$ cat config.mk
export PLATFORM = sky130hd
export DESIGN_NAME = percent_escape_codec
export DESIGN_NICKNAME = d
export VERILOG_FILES = /design/src/rtl/pec_pkg.sv /design/src/rtl/pec_front.sv /design/src/rtl/pec_fifo.sv /design/src/rtl/pec_back.sv /design/src/rtl/percent_escape_codec.sv
export SDC_FILE = /design/constraint.sdc
export NUM_CORES = 1
export LEC_CHECK = 0
export BUFFER_PORTS_ARGS = -buffer_cell sky130_fd_sc_hd__buf_4
export CAP_MARGIN = 10
export CORE_MARGIN = 2
export CORE_UTILIZATION = 30
export DETAILED_ROUTE_END_ITERATION = 7
export PLACE_DENSITY = 0.52
export SYNTH_ARGS = -nofsm -noshare
export SYNTH_HDL_FRONTEND = slang
export SYNTH_SLANG_ARGS = --single-unit
$ cat constraint.sdc
create_clock -name i_clk -period 3.38 [get_ports i_clk]
set_input_delay 0 -clock i_clk [delete_from_list [all_inputs] [get_ports i_clk]]
set_output_delay 0 -clock i_clk [all_outputs]
set_load 0.02 [all_outputs]
$ cat src/rtl/pec_pkg.sv
// Shared types, character constants and hex helpers for the percent escape codec.
`timescale 1ns / 1ps
`default_nettype none

package pec_pkg;

    localparam int DATA_W      = 64;
    localparam int ADDR_W      = 6;
    localparam int MAX_RESULTS = 3;

    // Register indexes (byte address = 8 * index).
    localparam logic [2:0] REG_MODE  = 3'd0;
    localparam logic [2:0] REG_MASK0 = 3'd1;
    localparam logic [2:0] REG_MASK1 = 3'd2;
    localparam logic [2:0] REG_MASK2 = 3'd3;
    localparam logic [2:0] REG_MASK3 = 3'd4;

    // Characters used by the escape forms.
    localparam logic [7:0] CH_PCT   = 8'h25;  // '%'
    localparam logic [7:0] CH_SLASH = 8'h2F;  // '/'
    localparam logic [7:0] CH_TWO   = 8'h32;  // '2'
    localparam logic [7:0] CH_FIVE  = 8'h35;  // '5'
    localparam logic [7:0] CH_LOW_F = 8'h66;  // 'f'

    typedef enum logic [1:0] {
        MODE_PATH   = 2'd0,
        MODE_CUSTOM = 2'd1,
        MODE_PRINT  = 2'd2,
        MODE_DECODE = 2'd3
    } t_mode;

    typedef enum logic [1:0] {
        PH_IDLE  = 2'd0,
        PH_PCT   = 2'd1,
        PH_DIGIT = 2'd2
    } t_phase;

    typedef struct packed {
        logic [7:0] in_byte;
        logic       in_last;
    } t_in_item;

    typedef struct packed {
        logic [7:0] out_byte;
        logic       out_last;
    } t_out_item;

    // Settings seen by the front end.
    typedef struct packed {
        t_mode        mode;
        logic [255:0] mask;
    } t_cfg;

    // One classified item: 1 to 3 bytes, emitted from index 0 upward.
    typedef struct packed {
        logic [MAX_RESULTS-1:0][7:0] bytes;
        logic [1:0]                  count;
        logic                        last;
    } t_job;

    typedef struct packed {
        logic       ok;
        logic [3:0] val;
    } t_hex;

    function automatic logic [7:0] hex_upper(input logic [3:0] v);
        logic [7:0] r;
        if (v < 4'd10) begin
            r = 8'h30 + {4'd0, v};
        end else begin
            r = 8'h37 + {4'd0, v};
        end
        return r;
    endfunction

    function automatic t_hex hex_decode(input logic [7:0] c);
        t_hex r;
        r.ok  = 1'b1;
        r.val = 4'd0;
        if (c >= 8'h30 && c <= 8'h39) begin
            r.val = c[3:0];
        end else if (c >= 8'h61 && c <= 8'h66) begin
            r.val = 4'(c - 8'h57);
        end else if (c >= 8'h41 && c <= 8'h46) begin
            r.val = 4'(c - 8'h37);
        end else begin
            r.ok = 1'b0;
        end
        return r;
    endfunction

endpackage

`default_nettype wire

$ cat src/rtl/pec_front.sv
// Front end: accepts input bytes, tracks the decode escape and turns bytes into queued jobs.
`timescale 1ns / 1ps
`default_nettype none

module pec_front (
    input  wire logic              i_clk,
    input  wire logic              i_rst_n,
    input  wire pec_pkg::t_cfg     i_cfg,
    input  wire logic              i_in_valid,
    input  wire pec_pkg::t_in_item i_in_data,
    input  wire logic              i_full,
    output logic                   o_accept,
    output logic                   o_push,
    output pec_pkg::t_job          o_job
);
    import pec_pkg::*;

    t_phase     r_phase, n_phase;
    logic [7:0] r_held, n_held;
    logic [7:0] b;
    logic       lst;
    t_hex       hi, lo;
    logic [7:0] dec_val;

    assign b        = i_in_data.in_byte;
    assign lst      = i_in_data.in_last;
    assign o_accept = i_in_valid && !i_full;
    assign hi       = hex_decode(r_held);
    assign lo       = hex_decode(b);

    always_comb begin
        if (!hi.ok) begin
            dec_val = 8'd0;
        end else if (!lo.ok) begin
            dec_val = {4'd0, hi.val};
        end else begin
            dec_val = {hi.val, lo.val};
        end
    end

    always_ff @(posedge i_clk) begin
        if (!i_rst_n) begin
            r_phase <= PH_IDLE;
            r_held  <= 8'd0;
        end else begin
            r_phase <= n_phase;
            r_held  <= n_held;
        end
    end

    always_comb begin
        n_phase = r_phase;
        n_held  = r_held;
        o_push  = 1'b0;
        o_job   = '0;
        o_job.last     = lst;
        o_job.count    = 2'd1;
        o_job.bytes[0] = b;
        if (o_accept) begin
            if (i_cfg.mode != MODE_DECODE) begin
                // Encode modes drop any pending escape.
                n_phase = PH_IDLE;
                n_held  = 8'd0;
                o_push  = 1'b1;
            end
            unique case (i_cfg.mode)
                MODE_PATH: begin
                    if (b == CH_SLASH || b == CH_PCT) begin
                        o_job.count    = 2'd3;
                        o_job.bytes[0] = CH_PCT;
                        o_job.bytes[1] = CH_TWO;
                        o_job.bytes[2] = (b == CH_SLASH) ? CH_LOW_F : CH_FIVE;
                    end
                end
                MODE_CUSTOM: begin
                    if (i_cfg.mask[b]) begin
                        o_job.count    = 2'd3;
                        o_job.bytes[0] = CH_PCT;
                        o_job.bytes[1] = hex_upper(b[7:4]);
                        o_job.bytes[2] = hex_upper(b[3:0]);
                    end
                end
                MODE_PRINT: begin
                    if (b == CH_PCT) begin
                        o_job.count    = 2'd2;
                        o_job.bytes[1] = CH_PCT;
                    end
                end
                MODE_DECODE: begin
                    unique case (r_phase)
                        PH_PCT: begin
                            if (lst) begin
                                // Too few characters left: pass '%' through literally.
                                o_push         = 1'b1;
                                o_job.count    = 2'd2;
                                o_job.bytes[0] = CH_PCT;
                                o_job.bytes[1] = b;
                                n_phase        = PH_IDLE;
                            end else begin
                                n_held  = b;
                                n_phase = PH_DIGIT;
                            end
                        end
                        PH_DIGIT: begin
                            o_push         = 1'b1;
                            o_job.bytes[0] = dec_val;
                            n_phase        = PH_IDLE;
                            n_held         = 8'd0;
                        end
                        default: begin
                            n_phase = PH_IDLE;
                            if (b == CH_PCT && !lst) begin
                                n_phase = PH_PCT;
                            end else begin
                                o_push = 1'b1;
                            end
                        end
                    endcase
                end
                default: begin
                    o_push = 1'b0;
                end
            endcase
        end
    end

endmodule

`default_nettype wire

$ cat src/rtl/pec_fifo.sv
// Short job queue between the front end and the output sequencer.
`timescale 1ns / 1ps
`default_nettype none

module pec_fifo #(
    parameter int DEPTH = 4
) (
    input  wire logic          i_clk,
    input  wire logic          i_rst_n,
    input  wire logic          i_push,
    input  wire pec_pkg::t_job i_wdata,
    input  wire logic          i_pop,
    output pec_pkg::t_job      o_rdata,
    output logic               o_full,
    output logic               o_empty
);
    import pec_pkg::*;

    localparam int PTR_W = (DEPTH > 1) ? $clog2(DEPTH) : 1;
    localparam int CNT_W = $clog2(DEPTH + 1);

    t_job             r_mem [DEPTH];
    logic [PTR_W-1:0] r_wr_ptr, n_wr_ptr;
    logic [PTR_W-1:0] r_rd_ptr, n_rd_ptr;
    logic [CNT_W-1:0] r_count, n_count;

    assign o_full  = (r_count == CNT_W'(DEPTH));
    assign o_empty = (r_count == '0);
    assign o_rdata = r_mem[r_rd_ptr];

    always_comb begin
        n_wr_ptr = r_wr_ptr;
        n_rd_ptr = r_rd_ptr;
        n_count  = r_count;
        if (i_push) begin
            n_wr_ptr = (r_wr_ptr == PTR_W'(DEPTH - 1)) ? '0 : r_wr_ptr + 1'b1;
        end
        if (i_pop) begin
            n_rd_ptr = (r_rd_ptr == PTR_W'(DEPTH - 1)) ? '0 : r_rd_ptr + 1'b1;
        end
        if (i_push && !i_pop) begin
            n_count = r_count + 1'b1;
        end else if (!i_push && i_pop) begin
            n_count = r_count - 1'b1;
        end
    end

    always_ff @(posedge i_clk) begin
        if (!i_rst_n) begin
            r_wr_ptr <= '0;
            r_rd_ptr <= '0;
            r_count  <= '0;
        end else begin
            r_wr_ptr <= n_wr_ptr;
            r_rd_ptr <= n_rd_ptr;
            r_count  <= n_count;
        end
    end

    always_ff @(posedge i_clk) begin
        if (i_push) begin
            r_mem[r_wr_ptr] <= i_wdata;
        end
    end

`ifndef NO_ASSERTIONS
    a_no_pop_empty: assert property (@(posedge i_clk) disable iff (!i_rst_n)
        i_pop |-> !o_empty)
        else $error("queue popped while empty");
    a_count_bound: assert property (@(posedge i_clk) disable iff (!i_rst_n)
        r_count <= CNT_W'(DEPTH))
        else $error("queue count beyond depth");
`endif

endmodule

`default_nettype wire

$ cat src/rtl/pec_back.sv
// Back end: walks the head job one byte per cycle into the output register while the output is not stalled.
`timescale 1ns / 1ps
`default_nettype none

module pec_back (
    input  wire logic               i_clk,
    input  wire logic               i_rst_n,
    input  wire pec_pkg::t_job      i_head,
    input  wire logic               i_empty,
    output logic                    o_pop,
    output logic                    o_out_valid,
    input  wire logic               i_out_stall,
    output pec_pkg::t_out_item      o_out_data
);
    import pec_pkg::*;

    logic [1:0] r_idx, n_idx;
    logic       r_valid, n_valid;
    t_out_item  r_out, n_out;
    logic       load;
    logic       final_byte;

    assign load        = !r_valid || !i_out_stall;
    assign final_byte  = (r_idx == 2'(i_head.count - 2'd1));
    assign o_pop       = load && !i_empty && final_byte;
    assign o_out_valid = r_valid;
    assign o_out_data  = r_out;

    always_comb begin
        n_idx   = r_idx;
        n_valid = r_valid;
        n_out   = r_out;
        if (load) begin
            n_valid = !i_empty;
            if (!i_empty) begin
                n_out.out_byte = i_head.bytes[r_idx];
                n_out.out_last = i_head.last && final_byte;
                // Advance within the job, or rewind once its last byte leaves.
                n_idx = final_byte ? 2'd0 : r_idx + 2'd1;
            end
        end
    end

    always_ff @(posedge i_clk) begin
        if (!i_rst_n) begin
            r_idx   <= 2'd0;
            r_valid <= 1'b0;
        end else begin
            r_idx   <= n_idx;
            r_valid <= n_valid;
        end
    end

    always_ff @(posedge i_clk) begin
        r_out <= n_out;
    end

`ifndef NO_ASSERTIONS
    a_idx_in_job: assert property (@(posedge i_clk) disable iff (!i_rst_n)
        (r_idx != 2'd0) |-> (!i_empty && (r_idx < i_head.count)))
        else $error("byte index outside the head job");
`endif

endmodule

`default_nettype wire

$ cat src/rtl/percent_escape_codec.sv
// An accepted byte's job is queued; the output register then loads its first byte.
// Throughput: one input byte per cycle while each makes one output byte and the output
//   is not stalled; the output register moves one byte per cycle while not stalled.
// A held '%' or digit in decode mode is consumed and makes no output.
// Reset (synchronous, active low) clears mode, masks, escape state, queue and output valid.
`timescale 1ns / 1ps
`default_nettype none

module percent_escape_codec #(
    parameter int QUEUE_DEPTH = 4
) (
    input  wire logic                         i_clk,
    input  wire logic                         i_rst_n,
    // input channel
    input  wire logic                         i_in_valid,
    output logic                              o_in_stall,
    input  wire pec_pkg::t_in_item            i_in_data,
    // output channel
    output logic                              o_out_valid,
    input  wire logic                         i_out_stall,
    output pec_pkg::t_out_item                o_out_data,
    // configuration port
    input  wire logic                         psel,
    input  wire logic                         penable,
    input  wire logic                         pwrite,
    input  wire logic [pec_pkg::ADDR_W-1:0]   paddr,
    input  wire logic [pec_pkg::DATA_W-1:0]   pwdata,
    output logic [pec_pkg::DATA_W-1:0]        prdata,
    output logic                              pready
);
    import pec_pkg::*;

    // Configuration registers.
    t_mode       r_mode;
    logic [63:0] r_mask0, r_mask1, r_mask2, r_mask3;
    logic        cfg_wr;
    logic [2:0]  reg_idx;
    t_cfg        cfg;

    // Front to queue to back.
    logic        accept;
    logic        push;
    t_job        push_job;
    t_job        head_job;
    logic        q_full;
    logic        q_empty;
    logic        pop;

    assign pready  = 1'b1;
    assign cfg_wr  = psel && penable && pwrite;
    assign reg_idx = paddr[ADDR_W-1:3];

    // Register writes; addresses past the last register drop the transfer.
    always_ff @(posedge i_clk) begin
        if (!i_rst_n) begin
            r_mode  <= MODE_PATH;
            r_mask0 <= '0;
            r_mask1 <= '0;
            r_mask2 <= '0;
            r_mask3 <= '0;
        end else if (cfg_wr) begin
            unique case (reg_idx)
                REG_MODE:  r_mode  <= t_mode'(pwdata[1:0]);
                REG_MASK0: r_mask0 <= pwdata;
                REG_MASK1: r_mask1 <= pwdata;
                REG_MASK2: r_mask2 <= pwdata;
                REG_MASK3: r_mask3 <= pwdata;
                default: begin
                    r_mode <= r_mode;
                end
            endcase
        end
    end

    always_comb begin
        unique case (reg_idx)
            REG_MODE:  prdata = {{(DATA_W-2){1'b0}}, r_mode};
            REG_MASK0: prdata = r_mask0;
            REG_MASK1: prdata = r_mask1;
            REG_MASK2: prdata = r_mask2;
            REG_MASK3: prdata = r_mask3;
            default:   prdata = '0;
        endcase
    end

    // Mask bit b of the flat vector escapes byte value b.
    assign cfg.mode = r_mode;
    assign cfg.mask = {r_mask3, r_mask2, r_mask1, r_mask0};

    // Hold the input off only while the job queue is full.
    assign o_in_stall = q_full;

    pec_front u_front (
        .i_clk      (i_clk),
        .i_rst_n    (i_rst_n),
        .i_cfg      (cfg),
        .i_in_valid (i_in_valid),
        .i_in_data  (i_in_data),
        .i_full     (q_full),
        .o_accept   (accept),
        .o_push     (push),
        .o_job      (push_job)
    );

    pec_fifo #(
        .DEPTH (QUEUE_DEPTH)
    ) u_fifo (
        .i_clk   (i_clk),
        .i_rst_n (i_rst_n),
        .i_push  (push),
        .i_wdata (push_job),
        .i_pop   (pop),
        .o_rdata (head_job),
        .o_full  (q_full),
        .o_empty (q_empty)
    );

    pec_back u_back (
        .i_clk       (i_clk),
        .i_rst_n     (i_rst_n),
        .i_head      (head_job),
        .i_empty     (q_empty),
        .o_pop       (pop),
        .o_out_valid (o_out_valid),
        .i_out_stall (i_out_stall),
        .o_out_data  (o_out_data)
    );

`ifndef NO_ASSERTIONS
    a_push_needs_accept: assert property (@(posedge i_clk) disable iff (!i_rst_n)
        push |-> (accept && !q_full))
        else $error("job queued without an input transfer");
`endif

endmodule

`default_nettype wire
# Word level (Yosys, flattened, before mapping)
# Memory sizes are Yosys's and may differ from the RTL's. A register that Yosys moved wholly into a read port is not among the register bits.
# Cells that the tools add are included.
[classes] n_bitwise=1 addsub=14 reduce_logical=36 order_cmp=16 eq_ne=16 muxes=59
[ops] operator="64-bit one-hot mux with 5 select lines" count=1
[ops] operator="8-bit two-way mux" count=9
[ops] operator="26-bit two-way mux" count=2
[ops] operator="8-bit one-hot mux with 2 select lines" count=3
[ops] operator="8-bit by 7-bit greater-or-equal comparator with 1-bit output (second input constant)" count=4
[ops] operator="8-bit by 7-bit less-or-equal comparator with 1-bit output (second input constant)" count=4
[ops] operator="8-bit one-hot mux with 4 select lines" count=1
[ops] operator="6-bit by 4-bit adder with 7-bit output (first input constant)" count=4
[ops] operator="25-bit two-way mux" count=1
[ops] operator="4-bit two-way mux" count=6
[ops] operator="8-bit one-hot mux with 3 select lines" count=1
[ops] operator="2-bit two-way mux" count=10
[ops] operator="18-bit two-way mux" count=1
[ops] operator="8-bit binary-select mux with 2-bit select" count=1
[ops] operator="8-bit by 6-bit == test with 1-bit output (second input constant)" count=2
[ops] operator="8-bit by 6-bit greater-or-equal comparator with 1-bit output (second input constant)" count=2
[ops] operator="8-bit by 6-bit less-or-equal comparator with 1-bit output (second input constant)" count=2
[ops] operator="4-bit by 3-bit subtractor with 4-bit output (second input constant)" count=4
[ops] operator="1-bit logical AND" count=15
[ops] operator="1-bit two-way mux" count=15
[ops] operator="2-bit AND reduction" count=7
[ops] operator="2-bit == test (second input constant)" count=5
[ops] operator="8-bit by 9-bit < comparator with 1-bit output (second input constant)" count=1
[ops] operator="1-bit binary-select mux with 8-bit select" count=1
[ops] operator="other kinds (24)" count=40
[totals] output_inout_bits=76 reg_bits=287 mem_count=1 mem_bits_rw=108 in_bits=86 word_cells=157
[mem_list] name="u_fifo.r_mem" depth=4 word_bits=27 rd=1 rd_clocked_by_memory_dff=1 write_ports=1 line_no="pec_fifo.sv:22" source="t_job r_mem [DEPTH];"

# Logic depth before layout (Yosys ltp)
# Gate-level depths: netlist of the first run.
[logic_depth] ltp_word=10 mapped_depth=15 depth_no_buf=12

# By module
# Synthesis of the first run repeated with hierarchy kept, for this count alone.
[hier_totals] hier_cells=1885 hier_area_um2=20342.0
[modules_own_cells] module="percent_escape_codec" seq_area_each_um2=5165.0 n_inst=1 cells_per_inst=1208 area_per_inst_um2=11432.2
[modules_own_cells] module="pec_fifo" seq_area_each_um2=3423.3 n_inst=1 cells_per_inst=185 area_per_inst_um2=4401.7
[modules_own_cells] module="pec_front" seq_area_each_um2=200.2 n_inst=1 cells_per_inst=434 area_per_inst_um2=3892.5
[modules_own_cells] module="pec_back" seq_area_each_um2=330.3 n_inst=1 cells_per_inst=58 area_per_inst_um2=615.6

# Worst setup path after synthesis of the first run
# No wires, ideal clock.
[synth_timing] path_type="input-to-reg" from="in i_in_data[5] (netlist name)" to="reg u_fifo.r_count[2]" setup_time_ns=0.076 arrival_time_ns=2.924 stages=14 t_required_ns=3.304 n_path_buf=2 path_slack_ns=0.380 path_cell_list="clkbuf_1 -> clkinv_1 -> ha_1 -> nor3b_1 -> and3_1 -> clkbuf_1 -> a21oi_1 -> a21boi_1 -> ha_1 -> inv_1 -> fa_1 -> xor2_1 -> or3_1 -> a21boi_0"
[synth_between] elab_chain_cells=9 word_cells_on_any_way=11 cone_classes="1 x eq/ne; 5 x mux; 5 x reduce/logical"
[synth_lines] element="start, declared" line_no="percent_escape_codec.sv:17" source="input wire pec_pkg::t_in_item i_in_data,"
[synth_lines] element="8-bit by 6-bit == test with 1-bit output (*)" line_no="pec_front.sv:112" source="if (b == CH_PCT && !lst) begin"
[synth_lines] element="1-bit logical AND (*)" line_no="pec_front.sv:112"
[synth_lines] element="1-bit two-way mux (*)" line_no="pec_front.sv:112"
[synth_lines] element="1-bit one-hot mux with 2 select lines (*)" line_no="pec_front.sv:90" source="unique case (r_phase)"
[synth_lines] element="1-bit two-way mux (*)" line_no="pec_front.sv:66" source="unique case (i_cfg.mode)"
[synth_lines] element="1-bit two-way mux (*)" line_no="pec_front.sv:59" source="if (o_accept) begin"
[synth_lines] element="via push" line_no="percent_escape_codec.sv:42" source="logic push;"
[synth_lines] element="1-bit logical NOT" line_no="pec_fifo.sv:43" source="end else if (!i_push && i_pop) begin"
[synth_lines] element="1-bit logical AND" line_no="pec_fifo.sv:43"
[synth_lines] element="2-bit nonzero test (no source line)"
[synth_lines] element="end signal, assigned" line_no="pec_fifo.sv:56" source="r_count <= n_count;"
[synth_lines] element="end, declared" line_no="pec_fifo.sv:25" source="logic [CNT_W-1:0] r_count, n_count;"
# The timed path passes the listed nets; every way through them passes the cells marked *.
# A chain may end at the register's enable or synchronous reset.

==> flow_metrics.py, run 1 <==
metrics = {
    "run_status": {
        "status": "complete, no violations",
    },
    "routing": {
        "drc": 0,
        "drt_iter0_drc": 1396,
        "avgRoutedWirePerCell_um": 21.1,
        "vias": 16481,
        "wl_mm": 65.6,
        "vias_per_cell": 5.30,
        "dr.pass1.iters": 5,
        "drt.antenna.violating_nets": 0,
    },
    "setup_path": {
        "path_class": "primary input to flip-flop",
        "cp_max_fo": 26,
        "cp-end-kind": "flip-flop",
        "cp-startpoint": "i_in_data[1]",
        "required_ns": 3.66,
        "r2r_start": "r_mask3[17]",
        "crit_arrival_ns": 3.47,
        "worstSetupStartpointType": "primary input",
    },
    "timing": {
        "rsz0062_at_grt": "no",
        "slew_viol_final": 0,
        "setup_viol": 0,
        "timing.setup.tns_ns": 0,
        "max_freq_mhz": 314,
        "period_share": 0.943,
        "hold_viol_final": 0,
        "finalCriticalPeriod_ns": 3.19,
        "finalClockSkew_ns": 0.0459,
        "worst_pin_slew_ns": 0.912,
        "slew_headroom": 0.390,
    },
    "cts": {
        "cts.htree.levels": 2,
        "numClockSinks": 393,
        "cts_root_buffer": "clkbuf_16",
        "path_clk_slew_ns": 0.06,
        "cts_buffers": 46,
        "cts.path.max_buffers": 3,
        "clk_latency_ns": 0.61,
        "post_cts_buffers": 0,
        "cts_tree": "built",
    },
    "placed_design": {
        "dp_cells": 2939,
        "dp_hpwl_mm": 43.0,
        "gp_congestion": 0.887,
        "place.port_buffers": 157,
    },
    "floorplanning": {
        "io_pins": 162,
        "rows": 93,
        "die_w_um": 259,
        "initial_utilization": 0.303,
        "coreArea_um2": 64200,
        "die_y_um": 259,
        "dieArea_um2": 66800,
    },
    "power_and_ir_drop": {
        "p_sw_frac": 0.266,
        "p_per_area_nw_per_um2": 511,
        "pwr-share-clk": 0.417,
        "pwr-share-seq": 0.427,
        "p_sw_w": 0.00326,
        "p_leak_nw": 8.49,
        "intPower_w": 0.00900,
        "p_comb_frac": 0.156,
        "vdd_drop_max_mv": 0.347,
        "p_total_w": 0.0123,
    },
    "yosys": {
        "synthesis.area_um2": 19400,
        "yosysMostFrequentCell": "nand2_1",
        "yosys_most_used_dff": "dfxtp_1",
        "async_flop_share": 0,
        "yosysTopAreaCellShare": 0.288,
        "syn_inst": 2025,
        "synth_largest_area_cell": "dfxtp_1",
        "ys_warn_count": 0,
        "ys_ff_latch": 393,
        "synth_commonest_cells": "nand2_1 (618), dfxtp_1 (280), a21boi_0 (260)",
        "ys_types": 75,
        "synth.net_count": 2132,
        "ys_seq_area_frac": 0.463,
        "syn_area_per_cell_um2": 9.60,
        "synth.area.top_cells": "dfxtp_1 (29%), edfxtp_1 (17%), nand2_1 (12%)",
        "synth_edf_count": 113,
    },
    "global_routing": {
        "grt_pass1_wl_mm": 99.4,
        "grt_max_degree": 112,
        "grt_remaining_overflow": 0,
        "grt_usage": 0.192,
        "antenna_found_initial": 2,
        "first_global_vias": 16104,
    },
    "hold_path": {
        "holdCritStartpoint": "i_in_data[5]",
        "hold_path.class": "primary input to flip-flop",
    },
    "finish": {
        "syn_to_final_growth_pct": 23.3,
        "stdcell_count": 3107,
        "utilization": 0.373,
        "finalNetCount": 2319,
        "drive_gt1_frac": 0.176,
    },
    "flow_run": {
        "drv_cap": 0,
    },
}
==> critical path, cell delays in order <==
cell,delay (ns)
dlygate4sd3_1,0.64
buf_12,0.28
buf_4,0.23
mux4_2,0.52
a22oi_1,0.33
nand3_1,0.24
a32oi_2,0.31
a31oi_4,0.23
or3_1,0.42
o21ai_1,0.13
a21oi_1,0.13
==> stage by stage <==
stage	instance area [um^2]	setup slack (ns)	hold WS, ns
3_5_place_dp	21600	0.0838	0.289
4_1_cts	23900	0.0164	0.0701
3_3_place_gp	21600	0.234	0.284
2_1_floorplan	19400	0.380	0.0989
6_report	24000	0.192	0.129
5_1_grt	24000	0.0128	0.115
==> worst paths after layout <==
path                        endpoint  cells after the start  slack (ns)
setup reg to reg  u_fifo.r_mem[0][8]                      8        0.33
setup / recovery  u_fifo.r_mem[0][8]                     11        0.19
hold reg to reg          r_mask1[54]                      2        0.48
hold / removal     u_front.r_held[4]                      4        0.13
==> final cells by class <==
class                      instances  area, um^2
antenna                            2        5.00
fill                            6533       40300
multi-input combinational       1446        9670
tap                              855        1070
clock buffer                      61        1310
timing repair buffer             298        2560
inverter                          27         101
sequential                       393        9000
clock inverter                    25         251
==> power groups by stage <==
stage	registers, W	logic, W	clock network, W
6_report	0.00523	0.00191	0.00512
5_1_grt	0.00526	0.00208	0.00542
4_1_cts	0.00523	0.00193	0.00524
3_5_place_dp	0.00534	0.00184	0
3_3_place_gp	0.00532	0.00182	0
2_1_floorplan	0.00538	0.00111	0
==> sequential cells by signal (all words and copies together) (netlist names), named ones only <==
| register | count |
|---|---|
| u_fifo.r_mem | 104 |
| r_mask0 | 64 |
| r_mask1 | 64 |
| r_mask2 | 64 |
| r_mask3 | 64 |
| u_back.o_out_data | 9 |
| u_front.r_held | 8 |
| u_fifo.r_count | 3 |
| r_mode | 2 |
| u_back.r_idx | 2 |
| u_fifo.r_rd_ptr | 2 |
| u_fifo.r_wr_ptr | 2 |
| u_front.r_phase | 2 |
| u_back.o_out_valid | 1 |
==> per-layer routing <==
layer | vias up | routed length, um | global-route usage
met5 | - | 11 | 0
met4 | 2 | 1660 | 0.0573
met3 | 104 | 4580 | 0.0368
met2 | 627 | 30300 | 0.307
met1 | 8147 | 29000 | 0.264
li1 | 7601 | - | -
==> what timing repair did <==
action,4_1_cts,5_1_grt
hold buffers,80,0
gates resized for setup,0,9
endpoints found under the hold margin,277,0
setup endpoints to repair,0,56
==> layout by cell type (no fill, tap or decap), types with 5 or more instances in the layout <==
| cell | count |
|---|---|
| nand2_1 | 614 |
| dfxtp_1 | 279 |
| a21boi_0 | 260 |
| buf_4 | 206 |
| a22oi_1 | 153 |
| edfxtp_1 | 113 |
| dlygate4sd3_1 | 80 |
| mux4_2 | 70 |
| mux2i_1 | 47 |
| clkbuf_16 | 47 |
| nor2_1 | 30 |
| nor2b_1 | 27 |
| inv_1 | 25 |
| a21oi_1 | 24 |
| o21ai_0 | 21 |
| ha_1 | 20 |
| nand3_1 | 13 |
| o22ai_1 | 11 |
| clkinv_2 | 11 |
| and2_1 | 9 |
| o21ai_1 | 9 |
| buf_12 | 9 |
| clkbuf_8 | 8 |
| nor3_1 | 7 |
| a31oi_1 | 7 |
| a22o_1 | 7 |
| xnor2_1 | 6 |
| clkinv_1 | 6 |
| o221ai_1 | 6 |
| a211o_1 | 6 |
| a211oi_1 | 6 |
| or3_1 | 6 |
| clkbuf_1 | 6 |
| nor3b_1 | 5 |
| and3_1 | 5 |
| mux2_2 | 5 |
==> kinds of logic (layout without fill, tap and decap cells) <==
| logic type | after synthesis | in the layout | synth area share |
|---|---|---|---|
| flops | 393 | 393 | 0.463 |
| simple gates | 747 | 747 | 0.157 |
| mux | 127 | 127 | 0.114 |
| other cells | 1 | 3 | 0.000193 |
| fa+ha+maj | 21 | 21 | 0.0139 |
| buf+inv | 186 | 411 | 0.0415 |
| compound gates | 543 | 543 | 0.207 |
| xor+xnor | 7 | 7 | 0.00316 |
(Power assumes the default switching activity.)
==> run 2: changes to the inputs <==
--- a/config.mk
+++ b/config.mk
@@ -7,10 +7,12 @@
 export LEC_CHECK = 0
 export BUFFER_PORTS_ARGS = -buffer_cell sky130_fd_sc_hd__buf_4
 export CAP_MARGIN = 10
+export CELL_PAD_IN_SITES_DETAIL_PLACEMENT = 1
+export CELL_PAD_IN_SITES_GLOBAL_PLACEMENT = 1
 export CORE_MARGIN = 2
 export CORE_UTILIZATION = 30
 export DETAILED_ROUTE_END_ITERATION = 7
-export PLACE_DENSITY = 0.52
+export PLACE_DENSITY = 0.61
 export SYNTH_ARGS = -nofsm -noshare
 export SYNTH_HDL_FRONTEND = slang
 export SYNTH_SLANG_ARGS = --single-unit
==> run 2 against run 1 <==
Hold slack got worse by 0.11 ns. First-iteration DRC count fell by 7.7%. Routed wire length rose by 8.0%. Critical path type is now flip-flop to flip-flop. Largest power group unchanged. Highest routed layer unchanged.
==> flow_metrics.py, run 2 (same netlist as run 1, synthesis figures left out) <==
metrics = {
    "routing": {
        "drc": 0,
        "avgRoutedWirePerCell_um": 22.8,
        "wl_mm": 70.8,
        "vias_per_cell": 5.36,
        "dr.pass1.iters": 5,
        "drt.antenna.violating_nets": 0,
        "drt_iter0_drc": 1289,
        "vias": 16644,
    },
    "global_routing": {
        "grt_max_degree": 131,
        "grt_remaining_overflow": 0,
        "first_global_vias": 17087,
        "antenna_found_initial": 3,
        "grt_usage": 0.209,
        "grt_pass1_wl_mm": 107,
    },
    "finish": {
        "antenna_cells": 0,
        "fill_cells": 7309,
        "final_common_cell": "nand2_1",
        "syn_to_final_growth_pct": 23.1,
        "finalNetCount": 2317,
        "stdcell_count": 3103,
        "layout_common_cells": "nand2_1 (614), dfxtp_1 (279), a21boi_0 (260)",
        "drive_gt1_frac": 0.178,
        "regMostFlops": "u_fifo.r_mem",
        "largest_reg_flops": 104,
        "stdcell_area_um2": 23900,
    },
    "power_and_ir_drop": {
        "p_comb_frac": 0.155,
        "pwr-share-clk": 0.419,
        "pwr-share-seq": 0.426,
        "vdd_drop_max_mv": 0.340,
        "p_sw_w": 0.00329,
        "intPower_w": 0.00901,
        "p_leak_nw": 8.48,
        "p_per_area_nw_per_um2": 515,
        "p_sw_frac": 0.267,
    },
    "hold_path": {
        "hold-path-cell-count": 2,
        "hold_path.class": "primary input to flip-flop",
    },
    "run_status": {
        "status": "complete, no violations",
    },
    "floorplanning": {
        "die_y_um": 259,
        "io_pins": 162,
        "rows": 93,
        "die_w_um": 259,
        "coreArea_um2": 64200,
        "dieArea_um2": 66800,
        "initial_utilization": 0.303,
    },
    "placed_design": {
        "dp_hpwl_mm": 47.0,
        "dpl_cell_area_um2": 21600,
        "dp_cells": 2943,
        "place.port_buffers": 157,
        "gp_congestion": 0.890,
    },
    "timing": {
        "setup_viol": 0,
        "period_share": 0.937,
        "slew_headroom": 0.380,
        "finalClockSkew_ns": 0.0246,
        "worst_pin_slew_ns": 0.930,
        "max_freq_mhz": 316,
        "slew_viol_final": 0,
        "rsz0062_at_grt": "no",
        "hold_viol_final": 0,
        "finalCriticalPeriod_ns": 3.17,
    },
    "flow_run": {
        "drv_cap": 0,
    },
    "setup_path": {
        "path_class": "flip-flop to flip-flop",
        "cp_max_fo": 5,
        "required_ns": 3.83,
        "cpMostUsedCell": "buf_4",
        "critPathMaxStageDelay_ns": 0.54,
        "worstSetupStartpointType": "flip-flop",
        "crit_arrival_ns": 3.61,
        "crit_path_cell_trace": "mux4_1 -> a22o_1 -> a211o_1 -> a211oi_2 -> buf_4 -> a31oi_2 -> nor2_2 -> a31oi_1 -> o21ai_0 -> buf_4",
        "ff2ff_path_depth": 10,
        "cp-end-kind": "flip-flop",
        "cpMaxStageDelayCell": "mux4_1",
    },
    "cts": {
        "path_clk_slew_ns": 0.06,
        "clk_latency_ns": 0.60,
        "cts_buffers": 47,
        "cts.htree.levels": 2,
        "cts_tree": "built",
        "cts_root_buffer": "clkbuf_16",
        "cts.path.max_buffers": 3,
        "numClockSinks": 393,
        "post_cts_buffers": 0,
    },
}
==> run 2: cell count changes in the layout (fill, tap and decap cells not counted), sizes merged, moves of 2 or more <==
| cell | change |
|---|---|
| clkbuf | +9 |
| clkinv | -9 |
| dlygate4sd3 | -7 |
| buf | +4 |
| bufinv | -2 |
| clkinvlp | +2 |
| diode | -2 |
==> run 2: worst max-delay path: cells and delay by family (launching register included) <==
| family | cells | cell delay (ns) |
|---|---|---|
| multiplexers | 1 | 0.54 |
| AO/OA/AOI/OAI | 6 | 1.52 |
| flip-flops | 1 | 0.33 |
| buffers and inverters | 2 | 0.37 |
| AND/OR/NAND/NOR | 1 | 0.27 |
==> run 2: layer usage <==
layer  vias up  wire length (um)  global-route usage
met4         6              1770              0.0654
met1      8468             30900               0.274
met3       106              3700              0.0323
li1       7601                 -                   -
met2       463             34400               0.353
met5         -                35                   0
==> run 2: what timing repair did <==
action                     CTS  global route
hold endpoints to repair   275             0
hold buffers                73             0
gates resized for setup      0             2
setup endpoints to repair    0            11
==> run 2: metrics by stage <==
step           utilization  power, W  setup WS, ns  setup TNS, ns  hold WS, ns
2_1_floorplan            -   0.00649         0.380              0       0.0989
3_3_place_gp         0.336   0.00714        0.0817              0        0.285
3_5_place_dp         0.336   0.00720       -0.0582         -0.491        0.297
4_1_cts              0.372    0.0125         0.153              0       0.0271
5_1_grt              0.372    0.0128        0.0163              0       0.0826
6_report             0.372    0.0123         0.213              0       0.0214
==> run 2: worst paths after layout <==
kind | startpoint | endpoint | slack, ns
worst max register to register | r_mask1[53] | u_fifo.r_mem[2][6] | 0.21
worst min register to register | r_mask3[6] | r_mask3[6] | 0.48
worst max-delay path | r_mask1[53] | u_fifo.r_mem[2][6] | 0.21
worst min-delay path | i_rst_n | r_mask3[22] | 0.02
==> run 2: final cells by class <==
cell class / instances / area [um^2] / area share
Timing Repair Buffer: 295 / 2500 / 0.105
Tap cell: 855 / 1070 / 0.0447
Inverter: 27 / 101 / 0.00424
Clock buffer: 70 / 1420 / 0.0592
Sequential cell: 393 / 9000 / 0.376
Multi-Input combinational cell: 1446 / 9670 / 0.404
Clock inverter: 17 / 155 / 0.00649
==> run 2: power groups by stage <==
stage | sequential (W) | combinational (W) | clock (W)
after detailed placement | 0.00534 | 0.00186 | 0
after global placement | 0.00533 | 0.00181 | 0
after CTS | 0.00524 | 0.00194 | 0.00528
after global routing | 0.00527 | 0.00206 | 0.00545
final | 0.00524 | 0.00191 | 0.00516
after floorplan | 0.00538 | 0.00111 | 0
